## src/hw/rtl/imu_complementary_tilt_filter_top_assert.svh

```systemverilog
// Assertion macros for the tilt filter blocks.
`ifndef IMU_COMPLEMENTARY_TILT_FILTER_TOP_ASSERT_SVH
`define IMU_COMPLEMENTARY_TILT_FILTER_TOP_ASSERT_SVH

// Same-cycle implication, disabled in reset.
`define IMU_CF_IMPL(lbl, ante, cons, msg) \
    lbl: assert property (@(posedge i_clk) disable iff (!i_rst_n) (ante) |-> (cons)) \
        else $error(msg);

// Next-cycle implication, disabled in reset.
`define IMU_CF_NEXT(lbl, ante, cons, msg) \
    lbl: assert property (@(posedge i_clk) disable iff (!i_rst_n) (ante) |=> (cons)) \
        else $error(msg);

`endif

```

## src/hw/rtl/imu_cf_pkg.sv

```systemverilog
// Shared types, constants and tables of the tilt filter.
package imu_cf_pkg;

    localparam int SMP_W = 16;
    localparam int ANG_W = 26;
    localparam int MUL_W = 16;
    localparam int CFG_W = 2;

    localparam logic [CFG_W-1:0] CFG_BLEND_ALPHA = 2'd0;
    localparam logic [CFG_W-1:0] CFG_GYRO_GAIN   = 2'd1;

    localparam logic [MUL_W-1:0] ALPHA_RST = 16'd62415;
    localparam logic [MUL_W-1:0] GAIN_RST  = 16'd5120;

    localparam logic signed [ANG_W-1:0] ANG_MAX = 26'sh1FFFFFF;
    localparam logic signed [ANG_W-1:0] ANG_MIN = -26'sh2000000;

    // CORDIC datapath: vectors scaled by 2^16, angle in 2^-24 degree
    localparam int TBL_FRAC = 24;
    localparam int TBL_LEN  = 24;
    localparam int IDX_W    = 5;
    localparam int CORD_W   = 36;
    localparam int Z_W      = 34;
    localparam int ATAN_W   = 31;

    localparam logic signed [Z_W-1:0] DEG90 = 34'sd1509949440;

    // atan(2^-i) in 2^-24 degree
    localparam logic [ATAN_W-1:0] ATAN_TBL [0:TBL_LEN-1] = '{
        31'd754974720, 31'd445687602, 31'd235489089, 31'd119537938,
        31'd60000934,  31'd30029717,  31'd15018523,  31'd7509720,
        31'd3754917,   31'd1877466,   31'd938734,    31'd469367,
        31'd234684,    31'd117342,    31'd58671,     31'd29335,
        31'd14668,     31'd7334,      31'd3667,      31'd1833,
        31'd917,       31'd458,       31'd229,       31'd115
    };

    // Control of a serial unit: load operands, then advance one step
    typedef struct packed {
        logic load;
        logic step;
    } t_ser_ctl;

endpackage

```

## src/hw/rtl/imu_cf_sample_if.sv

```systemverilog
// Input sample channel: six raw sensor axes.
interface imu_cf_sample_if;
    logic               valid;
    logic               ready;
    logic signed [15:0] accel_x;
    logic signed [15:0] accel_y;
    logic signed [15:0] accel_z;
    logic signed [15:0] gyro_x;
    logic signed [15:0] gyro_y;
    logic signed [15:0] gyro_z;

    modport source (output valid, accel_x, accel_y, accel_z, gyro_x, gyro_y, gyro_z,
                    input ready);
    modport sink   (input valid, accel_x, accel_y, accel_z, gyro_x, gyro_y, gyro_z,
                    output ready);
endinterface

```

## src/hw/rtl/imu_cf_angle_if.sv

```systemverilog
// Result channel: yaw, pitch and roll angles.
interface imu_cf_angle_if;
    logic               valid;
    logic               ready;
    logic signed [25:0] yaw_out;
    logic signed [25:0] pitch_out;
    logic signed [25:0] roll_out;

    modport source (output valid, yaw_out, pitch_out, roll_out, input ready);
    modport sink   (input valid, yaw_out, pitch_out, roll_out, output ready);
endinterface

```

## src/hw/rtl/imu_cf_sermul.sv

```systemverilog
// Bit-serial multiplier: signed multiplicand times unsigned 16-bit multiplier, MSB first.
module imu_cf_sermul #(
    parameter int MW = 28
) (
    input  logic                                  i_clk,
    input  imu_cf_pkg::t_ser_ctl                  i_ctl,
    input  logic signed [MW-1:0]                  i_mcand,
    input  logic [imu_cf_pkg::MUL_W-1:0]          i_mplier,
    output logic signed [MW+imu_cf_pkg::MUL_W-1:0] o_prod
);
    import imu_cf_pkg::*;

    localparam int PW = MW + MUL_W;

    logic signed [MW-1:0] r_mcand;
    logic [MUL_W-1:0]     r_mpl;
    logic signed [PW-1:0] r_acc;
    logic signed [PW-1:0] n_acc;

    // one multiplier bit per step: shift and conditionally add
    always_comb begin
        n_acc = (r_acc <<< 1) +
                (r_mpl[MUL_W-1] ? {{MUL_W{r_mcand[MW-1]}}, r_mcand} : {PW{1'b0}});
    end

    always_ff @(posedge i_clk) begin
        if (i_ctl.load) begin
            r_mcand <= i_mcand;
            r_mpl   <= i_mplier;
            r_acc   <= '0;
        end else if (i_ctl.step) begin
            r_acc <= n_acc;
            r_mpl <= {r_mpl[MUL_W-2:0], 1'b0};
        end
    end

    assign o_prod = r_acc;
endmodule

```

## src/hw/rtl/imu_cf_cordic.sv

```systemverilog
// Iterative CORDIC atan2 in vectoring mode, one rotation per step.
module imu_cf_cordic #(
    parameter int FRAC = 16
) (
    input  logic                           i_clk,
    input  imu_cf_pkg::t_ser_ctl           i_ctl,
    input  logic signed [imu_cf_pkg::SMP_W-1:0] i_y,
    input  logic signed [imu_cf_pkg::SMP_W-1:0] i_x,
    output logic signed [FRAC+8:0]         o_angle
);
    import imu_cf_pkg::*;

    localparam int T_W = FRAC + 9;
    localparam int SH  = TBL_FRAC - FRAC;
    localparam logic signed [Z_W-1:0] ROUND = Z_W'(1) <<< (SH - 1);

    logic signed [CORD_W-1:0] r_x, r_y;
    logic signed [Z_W-1:0]    r_z;
    logic [IDX_W-1:0]         r_i;
    logic                     r_zero;

    logic signed [CORD_W-1:0] w_xe, w_ye, w_xs, w_ys;
    logic signed [Z_W-1:0]    w_at, w_zr;

    assign w_xe = {{(CORD_W-SMP_W-16){i_x[SMP_W-1]}}, i_x, 16'b0};
    assign w_ye = {{(CORD_W-SMP_W-16){i_y[SMP_W-1]}}, i_y, 16'b0};
    assign w_xs = r_x >>> r_i;
    assign w_ys = r_y >>> r_i;
    assign w_at = Z_W'(ATAN_TBL[r_i]);

    // load with quadrant fold, then rotate toward the x axis
    always_ff @(posedge i_clk) begin
        if (i_ctl.load) begin
            r_i    <= '0;
            r_zero <= (i_x == '0) && (i_y == '0);
            if (i_x[SMP_W-1]) begin
                if (!i_y[SMP_W-1]) begin
                    r_x <= w_ye;
                    r_y <= -w_xe;
                    r_z <= DEG90;
                end else begin
                    r_x <= -w_ye;
                    r_y <= w_xe;
                    r_z <= -DEG90;
                end
            end else begin
                r_x <= w_xe;
                r_y <= w_ye;
                r_z <= '0;
            end
        end else if (i_ctl.step) begin
            r_i <= r_i + 1'b1;
            if (!r_y[CORD_W-1]) begin
                r_x <= r_x + w_ys;
                r_y <= r_y - w_xs;
                r_z <= r_z + w_at;
            end else begin
                r_x <= r_x - w_ys;
                r_y <= r_y + w_xs;
                r_z <= r_z - w_at;
            end
        end
    end

    // round to the output angle format
    assign w_zr    = (r_z + ROUND) >>> SH;
    assign o_angle = r_zero ? '0 : T_W'(w_zr);
endmodule

```

## src/hw/rtl/imu_complementary_tilt_filter_top.sv

```systemverilog
// Complementary tilt filter: gyro integration blended with accelerometer tilt.
// o_angle.valid rises once an accepted sample beat has been processed: the gyro gain
// products and the two CORDIC atan2 runs go together, one bit or one rotation per cycle,
// then the alpha blend runs as three bit-serial multiplies. A new sample can be accepted
// once the previous result has been written to the output register; while the result
// beat waits there untaken, the next result holds and the input stalls.
module imu_complementary_tilt_filter_top #(
    parameter int CORDIC_STEPS    = 16,
    parameter int ANGLE_FRAC_BITS = 16
) (
    input  logic                              i_clk,
    input  logic                              i_rst_n,
    input  logic                              i_cfg_we,
    input  logic [imu_cf_pkg::CFG_W-1:0]      i_cfg_idx,
    input  logic [imu_cf_pkg::MUL_W-1:0]      i_cfg_data,
    imu_cf_sample_if.sink                     i_sample,
    imu_cf_angle_if.source                    o_angle
);
    import imu_cf_pkg::*;

    localparam int T_W     = ANGLE_FRAC_BITS + 9;
    localparam int G_W     = ANG_W + 1;
    localparam int D_W     = ((T_W > G_W) ? T_W : G_W) + 1;
    localparam int P_W     = D_W + MUL_W;
    localparam int S_W     = P_W + 2;
    localparam int RUN_LEN = (CORDIC_STEPS > MUL_W) ? CORDIC_STEPS : MUL_W;
    localparam int CNT_W   = 5;

    typedef enum logic [2:0] {S_IDLE, S_RUN, S_LOADB, S_BLEND, S_FIN} t_state;

    t_state               r_state;
    logic [CNT_W-1:0]     r_cnt;
    logic [MUL_W-1:0]     r_alpha, r_gain;
    logic signed [ANG_W-1:0] r_yaw, r_pitch, r_roll;
    logic                 r_ov;
    logic signed [ANG_W-1:0] r_oyaw, r_opitch, r_oroll;

    t_ser_ctl             w_mctl, w_cctl;
    logic                 w_acc, w_fin_go;
    logic signed [D_W-1:0] w_mc0, w_mc1, w_mc2;
    logic [MUL_W-1:0]     w_mpl;
    logic signed [P_W-1:0] w_p0, w_p1, w_p2;
    logic signed [T_W-1:0] w_tp, w_tr;
    logic signed [G_W-1:0] w_dz, w_dx, w_dy, w_yg, w_pg, w_rg;
    logic signed [S_W-1:0] w_sy, w_sp, w_sr;
    logic signed [ANG_W-1:0] w_ny, w_np, w_nr;

    function automatic logic signed [ANG_W-1:0] sat_ang(input logic signed [S_W-1:0] v);
        if (v > S_W'(ANG_MAX))      sat_ang = ANG_MAX;
        else if (v < S_W'(ANG_MIN)) sat_ang = ANG_MIN;
        else                        sat_ang = ANG_W'(v);
    endfunction

    function automatic logic signed [G_W-1:0] gdelta(input logic signed [P_W-1:0] p);
        logic signed [P_W-1:0] s;
        s = (p + P_W'(128)) >>> 8;
        gdelta = G_W'(s);
    endfunction

    assign w_acc       = i_sample.valid && i_sample.ready;
    assign i_sample.ready = (r_state == S_IDLE);
    assign w_fin_go    = (r_state == S_FIN) && (!r_ov || o_angle.ready);

    // serial unit control
    assign w_mctl.load = w_acc || (r_state == S_LOADB);
    assign w_mctl.step = ((r_state == S_RUN) && (r_cnt < CNT_W'(MUL_W))) ||
                         (r_state == S_BLEND);
    assign w_cctl.load = w_acc;
    assign w_cctl.step = (r_state == S_RUN) && (r_cnt < CNT_W'(CORDIC_STEPS));

    // gyro path and blend differences
    always_comb begin
        w_dz = gdelta(w_p0);
        w_dx = gdelta(w_p1);
        w_dy = gdelta(w_p2);
        w_yg = G_W'(r_yaw) + w_dz;
        w_pg = G_W'(r_pitch) + w_dx;
        w_rg = G_W'(r_roll) - w_dy;
        if (r_state == S_IDLE) begin
            w_mc0 = D_W'(i_sample.gyro_z);
            w_mc1 = D_W'(i_sample.gyro_x);
            w_mc2 = D_W'(i_sample.gyro_y);
            w_mpl = r_gain;
        end else begin
            w_mc0 = D_W'(w_yg);
            w_mc1 = D_W'(w_pg) - D_W'(w_tp);
            w_mc2 = D_W'(w_rg) - D_W'(w_tr);
            w_mpl = r_alpha;
        end
    end

    // pitch, roll: a*g + (1-a)*t = a*(g-t) + t; yaw: a*g; all rounded
    always_comb begin
        w_sy = (S_W'(w_p0) + S_W'(32768)) >>> 16;
        w_sp = (S_W'(w_p1) + (S_W'(w_tp) <<< 16) + S_W'(32768)) >>> 16;
        w_sr = (S_W'(w_p2) + (S_W'(w_tr) <<< 16) + S_W'(32768)) >>> 16;
        w_ny = sat_ang(w_sy);
        w_np = sat_ang(w_sp);
        w_nr = sat_ang(w_sr);
    end

    imu_cf_sermul #(.MW(D_W)) u_mul_yaw (
        .i_clk(i_clk), .i_ctl(w_mctl), .i_mcand(w_mc0), .i_mplier(w_mpl), .o_prod(w_p0)
    );
    imu_cf_sermul #(.MW(D_W)) u_mul_pitch (
        .i_clk(i_clk), .i_ctl(w_mctl), .i_mcand(w_mc1), .i_mplier(w_mpl), .o_prod(w_p1)
    );
    imu_cf_sermul #(.MW(D_W)) u_mul_roll (
        .i_clk(i_clk), .i_ctl(w_mctl), .i_mcand(w_mc2), .i_mplier(w_mpl), .o_prod(w_p2)
    );

    imu_cf_cordic #(.FRAC(ANGLE_FRAC_BITS)) u_atan_pitch (
        .i_clk(i_clk), .i_ctl(w_cctl), .i_y(i_sample.accel_y), .i_x(i_sample.accel_z),
        .o_angle(w_tp)
    );
    imu_cf_cordic #(.FRAC(ANGLE_FRAC_BITS)) u_atan_roll (
        .i_clk(i_clk), .i_ctl(w_cctl), .i_y(i_sample.accel_x), .i_x(i_sample.accel_z),
        .o_angle(w_tr)
    );

    // sequencer, angle state, config and output register
    always_ff @(posedge i_clk) begin
        if (!i_rst_n) begin
            r_state <= S_IDLE;
            r_cnt   <= '0;
            r_alpha <= ALPHA_RST;
            r_gain  <= GAIN_RST;
            r_yaw   <= '0;
            r_pitch <= '0;
            r_roll  <= '0;
            r_ov    <= 1'b0;
        end else begin
            if (i_cfg_we) begin
                case (i_cfg_idx)
                    CFG_BLEND_ALPHA: r_alpha <= i_cfg_data;
                    CFG_GYRO_GAIN:   r_gain  <= i_cfg_data;
                    default: ;
                endcase
            end
            // output register: refilled on finish, else emptied when taken
            if (w_fin_go) r_ov <= 1'b1;
            else if (o_angle.ready) r_ov <= 1'b0;
            case (r_state)
                S_IDLE: begin
                    r_cnt <= '0;
                    if (w_acc) r_state <= S_RUN;
                end
                S_RUN: begin
                    r_cnt <= r_cnt + 1'b1;
                    if (r_cnt == CNT_W'(RUN_LEN - 1)) r_state <= S_LOADB;
                end
                S_LOADB: begin
                    r_cnt   <= '0;
                    r_state <= S_BLEND;
                end
                S_BLEND: begin
                    r_cnt <= r_cnt + 1'b1;
                    if (r_cnt == CNT_W'(MUL_W - 1)) r_state <= S_FIN;
                end
                S_FIN: begin
                    if (w_fin_go) begin
                        r_yaw    <= w_ny;
                        r_pitch  <= w_np;
                        r_roll   <= w_nr;
                        r_oyaw   <= w_ny;
                        r_opitch <= w_np;
                        r_oroll  <= w_nr;
                        r_state  <= S_IDLE;
                    end
                end
                default: r_state <= S_IDLE;
            endcase
        end
    end

    assign o_angle.valid     = r_ov;
    assign o_angle.yaw_out   = r_oyaw;
    assign o_angle.pitch_out = r_opitch;
    assign o_angle.roll_out  = r_oroll;

    `include "imu_complementary_tilt_filter_top_assert.svh"

    `IMU_CF_NEXT(a_accept_starts, w_acc, r_state == S_RUN, "accepted beat did not start run")
    `IMU_CF_IMPL(a_run_bound, r_state == S_RUN, r_cnt < CNT_W'(RUN_LEN), "run counter overran")
    `IMU_CF_NEXT(a_fin_writes, w_fin_go, r_ov && (r_state == S_IDLE), "result not registered")
    `IMU_CF_IMPL(a_no_accept_full, w_acc, r_state == S_IDLE, "beat accepted while busy")
endmodule
```

## src/flat_wrapper.sv

```systemverilog
// flat-port wrapper written by rule: the top's interface ports become plain ports
module imu_complementary_tilt_filter_top_flat import imu_cf_pkg::*;
#(
    parameter int CORDIC_STEPS    = 16,
    parameter int ANGLE_FRAC_BITS = 16
)
  (i_clk, i_rst_n, i_cfg_we, i_cfg_idx, i_cfg_data, i_sample_valid, i_sample_accel_x, i_sample_accel_y, i_sample_accel_z, i_sample_gyro_x, i_sample_gyro_y, i_sample_gyro_z, i_sample_ready, o_angle_valid, o_angle_yaw_out, o_angle_pitch_out, o_angle_roll_out, o_angle_ready);
  imu_cf_sample_if i_sample_i ();
  imu_cf_angle_if o_angle_i ();
  input  logic i_clk;
  input  logic i_rst_n;
  input  logic i_cfg_we;
  input  logic [imu_cf_pkg::CFG_W-1:0] i_cfg_idx;
  input  logic [imu_cf_pkg::MUL_W-1:0] i_cfg_data;
  input wire logic [$bits(i_sample_i.valid)-1:0] i_sample_valid;
  input wire logic [$bits(i_sample_i.accel_x)-1:0] i_sample_accel_x;
  input wire logic [$bits(i_sample_i.accel_y)-1:0] i_sample_accel_y;
  input wire logic [$bits(i_sample_i.accel_z)-1:0] i_sample_accel_z;
  input wire logic [$bits(i_sample_i.gyro_x)-1:0] i_sample_gyro_x;
  input wire logic [$bits(i_sample_i.gyro_y)-1:0] i_sample_gyro_y;
  input wire logic [$bits(i_sample_i.gyro_z)-1:0] i_sample_gyro_z;
  output wire logic [$bits(i_sample_i.ready)-1:0] i_sample_ready;
  output wire logic [$bits(o_angle_i.valid)-1:0] o_angle_valid;
  output wire logic [$bits(o_angle_i.yaw_out)-1:0] o_angle_yaw_out;
  output wire logic [$bits(o_angle_i.pitch_out)-1:0] o_angle_pitch_out;
  output wire logic [$bits(o_angle_i.roll_out)-1:0] o_angle_roll_out;
  input wire logic [$bits(o_angle_i.ready)-1:0] o_angle_ready;
  assign i_sample_i.valid = i_sample_valid;
  assign i_sample_i.accel_x = i_sample_accel_x;
  assign i_sample_i.accel_y = i_sample_accel_y;
  assign i_sample_i.accel_z = i_sample_accel_z;
  assign i_sample_i.gyro_x = i_sample_gyro_x;
  assign i_sample_i.gyro_y = i_sample_gyro_y;
  assign i_sample_i.gyro_z = i_sample_gyro_z;
  assign i_sample_ready = i_sample_i.ready;
  assign o_angle_valid = o_angle_i.valid;
  assign o_angle_yaw_out = o_angle_i.yaw_out;
  assign o_angle_pitch_out = o_angle_i.pitch_out;
  assign o_angle_roll_out = o_angle_i.roll_out;
  assign o_angle_i.ready = o_angle_ready;
  imu_complementary_tilt_filter_top #(.CORDIC_STEPS(CORDIC_STEPS), .ANGLE_FRAC_BITS(ANGLE_FRAC_BITS)) u_core (.i_clk(i_clk), .i_rst_n(i_rst_n), .i_cfg_we(i_cfg_we), .i_cfg_idx(i_cfg_idx), .i_cfg_data(i_cfg_data), .i_sample(i_sample_i), .o_angle(o_angle_i));
endmodule
```

## config.mk

```make
export PLATFORM = sky130hd
export DESIGN_NAME = imu_complementary_tilt_filter_top_flat
export DESIGN_NICKNAME = d
export VERILOG_FILES = /design/src/hw/rtl/imu_cf_pkg.sv /design/src/hw/rtl/imu_cf_sample_if.sv /design/src/hw/rtl/imu_cf_angle_if.sv /design/src/hw/rtl/imu_cf_sermul.sv /design/src/hw/rtl/imu_cf_cordic.sv /design/src/hw/rtl/imu_complementary_tilt_filter_top.sv /design/src/flat_wrapper.sv
export VERILOG_INCLUDE_DIRS = /design/src /design/src/hw/rtl
export SDC_FILE = /design/constraint.sdc
export NUM_CORES = 2
export LEC_CHECK = 0
export ABC_AREA = 1
export BUFFER_PORTS_ARGS = -buffer_cell sky130_fd_sc_hd__buf_2
export CAP_MARGIN = 15
export CORE_UTILIZATION = 51
export CTS_CLUSTER_SIZE = 20
export DETAILED_ROUTE_END_ITERATION = 6
export PLACE_DENSITY_LB_ADDON = 0.12
export SYNTH_ARGS = -nofsm -noshare
export SYNTH_HDL_FRONTEND = slang
export SYNTH_SLANG_ARGS = --single-unit
export TNS_END_PERCENT = 20
```

## constraint.sdc

```tcl
create_clock -name i_clk -period 7.94 [get_ports i_clk]
set_clock_uncertainty 0.2 [all_clocks]
set_input_delay 1.588 -clock i_clk [delete_from_list [all_inputs] [get_ports i_clk]]
set_output_delay 1.588 -clock i_clk [all_outputs]
set_load 0.005 [all_outputs]
```

# After elaboration in Yosys (flattened, before gate mapping)
# Memories as Yosys holds them, arrays and structs flattened.
# Index checks and enable logic that the tools add are counted.
# word_totals
ff_bits	685
latch_bits	0
ram_bits	0
romBits	1984
input_bits	119
output_inout_bits	80
mem_count	2
# memory_table
name	words	word_bits	read_ports	rd_ports_with_merged_regs	write_ports	line	rtl
(name not given)	32	31	1	0	0	imu_cf_cordic.sv:29	assign w_at = Z_W'(ATAN_TBL[r_i]);
(name not given)	32	31	1	0	0	imu_cf_cordic.sv:29	
# classes
add_sub_neg	36
n_mul	0
div_mod_pow	0
n_lt_le_gt_ge	9
n_eq_ne	10
shift	4
n_mux	63
bitwise_logic	2
reduce_logical	25
# ops
cell	count
2-to-1 mux 36 bit	20
2-to-1 mux 34 bit	10
2-to-1 mux 26 bit	6
adder 36 bit	4
>>> shifter 36 x 5 -> 36 bit	4
subtractor 36 bit	4
adder 44 bit	3
2-to-1 mux 44 bit	3
2-to-1 mux 31 bit	4
2-to-1 mux 16 bit	7
negator 32 -> 36 bit	3
adder 35 x 9 -> 35 bit (second input constant)	3
adder 45 x 17 -> 46 bit (second input constant)	2
adder 44 x 41 -> 45 bit	2
2-to-1 mux 28 bit	3
adder 34 x 32 -> 34 bit	2
subtractor 34 x 32 -> 34 bit	2
adder 33 x 9 -> 33 bit (second input constant)	2
> comparator 30 x 26 -> 1 bit (second input constant)	2
< comparator 30 x 26 -> 1 bit (second input constant)	2
subtractor 27 x 25 -> 28 bit	2
adder 26 x 27 -> 27 bit	2
2-to-1 mux 25 bit	2
zero test 16 bit	3
29 further kinds	52

# Logic depth before layout (Yosys ltp)
# depth
ltp_word	8
mapped_depth	37

# Hierarchy
# A second synthesis with hierarchy kept.
# hier_totals
cells_unflattened	12799
area_unflattened_um2	79035.8
# by_module_without_submodules
mod	n_inst	cells_each	area_each_um2	seq_area_each_um2
imu_complementary_tilt_filter_top	1	3480	22363.9	4724.5
imu_cf_sermul	3	1017	6621.4	2202.1
imu_cf_cordic (u_core.u_atan_roll)	1	3145	18564.1	3283.1
imu_cf_cordic (u_core.u_atan_pitch)	1	3123	18243.7	3283.1

# Worst setup path before layout
# Ideal clock, no wire load.
# synth_timing
path_type	input -> register
startpoint	in i_sample_valid
endpoint	reg u_core.u_atan_pitch.r_x[0] (enable)
setup_ns	1.648
t_arrival_ns	5.796
path_slack_ns	0.297
cell_stages	4
n_path_buf	2
path_cell_list	nand2_1 > clkbuf_1 > buf_1 > nand2_1
# synth_via
elab_chain_len	2
# synth_lines
element	line	rtl
start, declared	flat_wrapper.sv:15	input wire logic [$bits(i_sample_i.valid)-1:0] i_sample_valid;
logical AND 1 bit	imu_complementary_tilt_filter_top.sv:60	assign w_acc = i_sample.valid && i_sample.ready;
nonzero test 2 bit (no line)	n/a	
end signal, assigned	imu_cf_cordic.sv:47	r_x <= w_xe;
end signal, assigned	imu_cf_cordic.sv:54	r_x <= r_x + w_ys;
end signal, assigned	imu_cf_cordic.sv:58	r_x <= r_x - w_ys;
end, declared	imu_cf_cordic.sv:17	logic signed [CORD_W-1:0] r_x, r_y;
# No other way between the ends.
# A chain may end at the register's enable or synchronous reset.

# Worst setup path in the final report
# layout_timing
startpoint	reg u_core.u_mul_pitch.r_acc[8], in the netlist u_core.u_mul_pitch.o_prod[8]
endpoint	reg u_core.u_mul_pitch.r_mcand[25] (data pin)
# layout_via
elab_chain_len	4
# layout_lines
element	line	rtl
start, declared	imu_cf_sermul.sv:17	logic signed [PW-1:0] r_acc;
start signal, assigned	imu_cf_sermul.sv:32	r_acc <= n_acc;
adder 35 x 9 -> 35 bit	imu_complementary_tilt_filter_top.sv:56	s = (p + P_W'(128)) >>> 8;
adder 26 x 27 -> 27 bit	imu_complementary_tilt_filter_top.sv:77	w_pg = G_W'(r_pitch) + w_dx;
subtractor 27 x 25 -> 28 bit	imu_complementary_tilt_filter_top.sv:86	w_mc1 = D_W'(w_pg) - D_W'(w_tp);
2-to-1 mux 28 bit	imu_complementary_tilt_filter_top.sv:79	if (r_state == S_IDLE) begin
net u_core.u_mul_pitch.i_mcand[25]	imu_cf_sermul.sv:7	input logic signed [MW-1:0] i_mcand,
end signal, assigned	imu_cf_sermul.sv:28	r_mcand <= i_mcand;
end, declared	imu_cf_sermul.sv:15	logic signed [MW-1:0] r_mcand;
# The timed path passes the listed nets, and every way through them passes these cells.

==> impl_metrics.ini <==
[clock_network]
clock-sinks = 650
clk_latency_ns = 0.71
htree_levels = 3
cts_hold_buf = 0
cts_tree = done
clock_path_buffers = 3
clockRootBuffer = clkbuf_16
postCtsSetupRepairBufs = 0
cts_buffers = 84
cts_resized = 0
clk_pin_slew_worst_paths_ns = 0.06

[synthesis]
synth_edf_count = 389
synth.area.top_cells = edfxtp_1 16%, nand2_1 15%, ha_1 9.4%
syn_nets = 12374
yosys_most_used_dff = edfxtp_1
synth-seq-cells = 650
ys_types = 72
synth.largest_area_cell = edfxtp_1
ys_seq_area_share_pct = 22.92
netlist_area_um2 = 73760
synth_cells = 11683
ys_warn_count = 0
synthDominantCellAreaShare_pct = 15.84
avgSynthCellArea_um2 = 6.314
synthArstFlopShare_pct = 0

[die]
io_pins = 199
rows = 139
die_x_um = 382.3
die_y_um = 382.3
core_area_um2 = 143500
initial_core_util_pct = 51.41
die_area_um2 = 146200

[setup_path]
crit_family = simple AND/OR/NAND/NOR gates
worst_path_max_delay_cell = nor4_1
cpMostUsedCell = nand3_1
critPathRequiredTime_ns = 8.15
end_kind = flip-flop
worstPathMaxFanout = 5
worstSetupPathType = reg2reg
slowest_delay_ns = 0.71
startpoint_type = flip-flop
arrival_ns = 6.54
rr_startpoint = u_core.u_mul_pitch.o_prod[8]
crit_buf_inv = 2
cp-startpoint = u_core.u_mul_pitch.o_prod[8]

[timing]
setup_viol = 0
hold_violations = 0
max_slew_margin_pct = 17.27
worstMarginPinSlew_ns = 1.241
setup_tns_ns = 0
fin_crit_sh_pct = 79.78
rsz0062_at_grt = no
maxSlewViolCount = 0
period_needed_ns = 6.335
fmax_mhz = 157.9

[place]
place_congestion = 1.068
hpwl_um = 211100
port_buffers = 198

[route]
drc = 2
drt_first_pass_iters = 7
dr.first_iter.drc_count = 7508
vias = 79511
antenna_left = 0
viasPerCell = 5.834
drt_wl_total_um = 268900
wl_per_cell_um = 19.73

[min_path]
hold_start = u_core.r_alpha[15]
hp-class = reg2reg

[global_route]
antenna_found_initial = 3
grt_pass1_wl_um = 414000
track_usage_pct = 35.45
grt_max_degree = 183
grt.overflow.total = 0
first_global_vias = 74634

[status]
violations = design-rule violations
status = complete, but fails checks

[finish]
fin_nets = 12344
final_common_cell = nand2_1
drive_above_1_share_pct = 6.055
final_cell_mix = 3036 x nand2_1, 1466 x inv_1, 1114 x nand3_1
layout-area-overhead-vs-synth_pct = 6.809
n_antenna_cell = 0

[run]
max_cap_viol_count = 0
cell usage after synthesis (all sizes together), types with 16 or more instances:
master / count
o22ai: 25
a221oi: 17
nand3b: 25
nand3: 1124
a21boi: 25
clkbuf: 171
xor2: 340
nand2: 3109
o21bai: 34
or2: 56
o221ai: 32
xnor2: 154
o21a: 139
o211ai: 44
inv: 1521
edfxtp: 389
ha: 556
dfxtp: 261
a21o: 69
nor4: 53
a21oi: 915
nor3: 168
buf: 200
a31oi: 113
o31ai: 41
fa: 16
nand4: 95
nor2: 1043
o21ai: 877
logic make-up (layout without fill, tap and decap cells):
kind of cell | count (synthesis) | count (layout) | synth area share (%)
and+or+nand+nor | 5694 | 5694 | 32.78
AOI/OAI and AO/OA | 2378 | 2378 | 18.28
buffers and inverters | 1895 | 1937 | 10.29
DFF | 650 | 650 | 22.92
adders and majority gates | 572 | 572 | 9.865
xor gates and xnor gates | 494 | 494 | 5.866
tightest hold or removal path: cells and delay by family (launching register included):
kind | cells | cell delay [ns]
flops | 1 | 0.32
simple gates | 2 | 0.12
registers in the layout (all words and copies together), names as in the netlist, 33 cells and up:
| name | count |
|---|---|
| u_core.u_atan_pitch.r_x | 36 |
| u_core.u_atan_roll.r_x | 36 |
| u_core.u_atan_roll.r_y | 36 |
| u_core.u_atan_pitch.r_y | 36 |
| u_core.u_mul_yaw.o_prod | 44 |
| u_core.u_mul_pitch.o_prod | 44 |
| u_core.u_atan_pitch.r_z | 33 |
| u_core.u_mul_roll.o_prod | 44 |
| u_core.u_atan_roll.r_z | 33 |
layer usage:
layer	vias up	global-route usage (%)	share of wire (%)
met5	-	0	0.0026
met4	2	16.52	5.1
met3	641	4.070	6.3
met2	3115	60.15	47
met1	36895	44.74	42
li1	38858	-	-
through the flow:
stage,cell area (um2),utilization [%],hold slack [ns],setup slack [ns],instances
after floorplan,73760,-,0.2296,0.2967,11683
after global placement,75860,52.87,0.2447,1.688,13469
after detailed placement,75860,52.87,0.2584,1.708,13469
after CTS,78780,54.90,0.2719,1.681,13627
after global routing,78780,54.91,0.2981,1.082,13628
final,78780,54.91,0.2737,1.605,13628
path summary, 6_finish.rpt:
check,endpoint,slack [ns],cells after the start
setup / recovery,u_core.u_mul_pitch.r_mcand[25],1.61,26
setup reg to reg,u_core.u_mul_pitch.r_mcand[25],1.61,26
hold reg to reg,u_core.r_alpha[15],0.27,2
hold / removal,u_core.r_alpha[15],0.27,2
final cells by class:
cell class | instances | area [um2]
fillers | 14719 | 64700
multi-input cells | 9138 | 49330
flip-flops and latches | 650 | 16920
inverters | 1524 | 5731
well taps | 1903 | 2381
clock buffers | 109 | 2350
repair buffers | 255 | 1509
clock inverters | 49 | 570.5
Power is left out: the tool's default activity adds up to more than one toggle a clock period on the data nets, which glitch-free logic cannot reach.
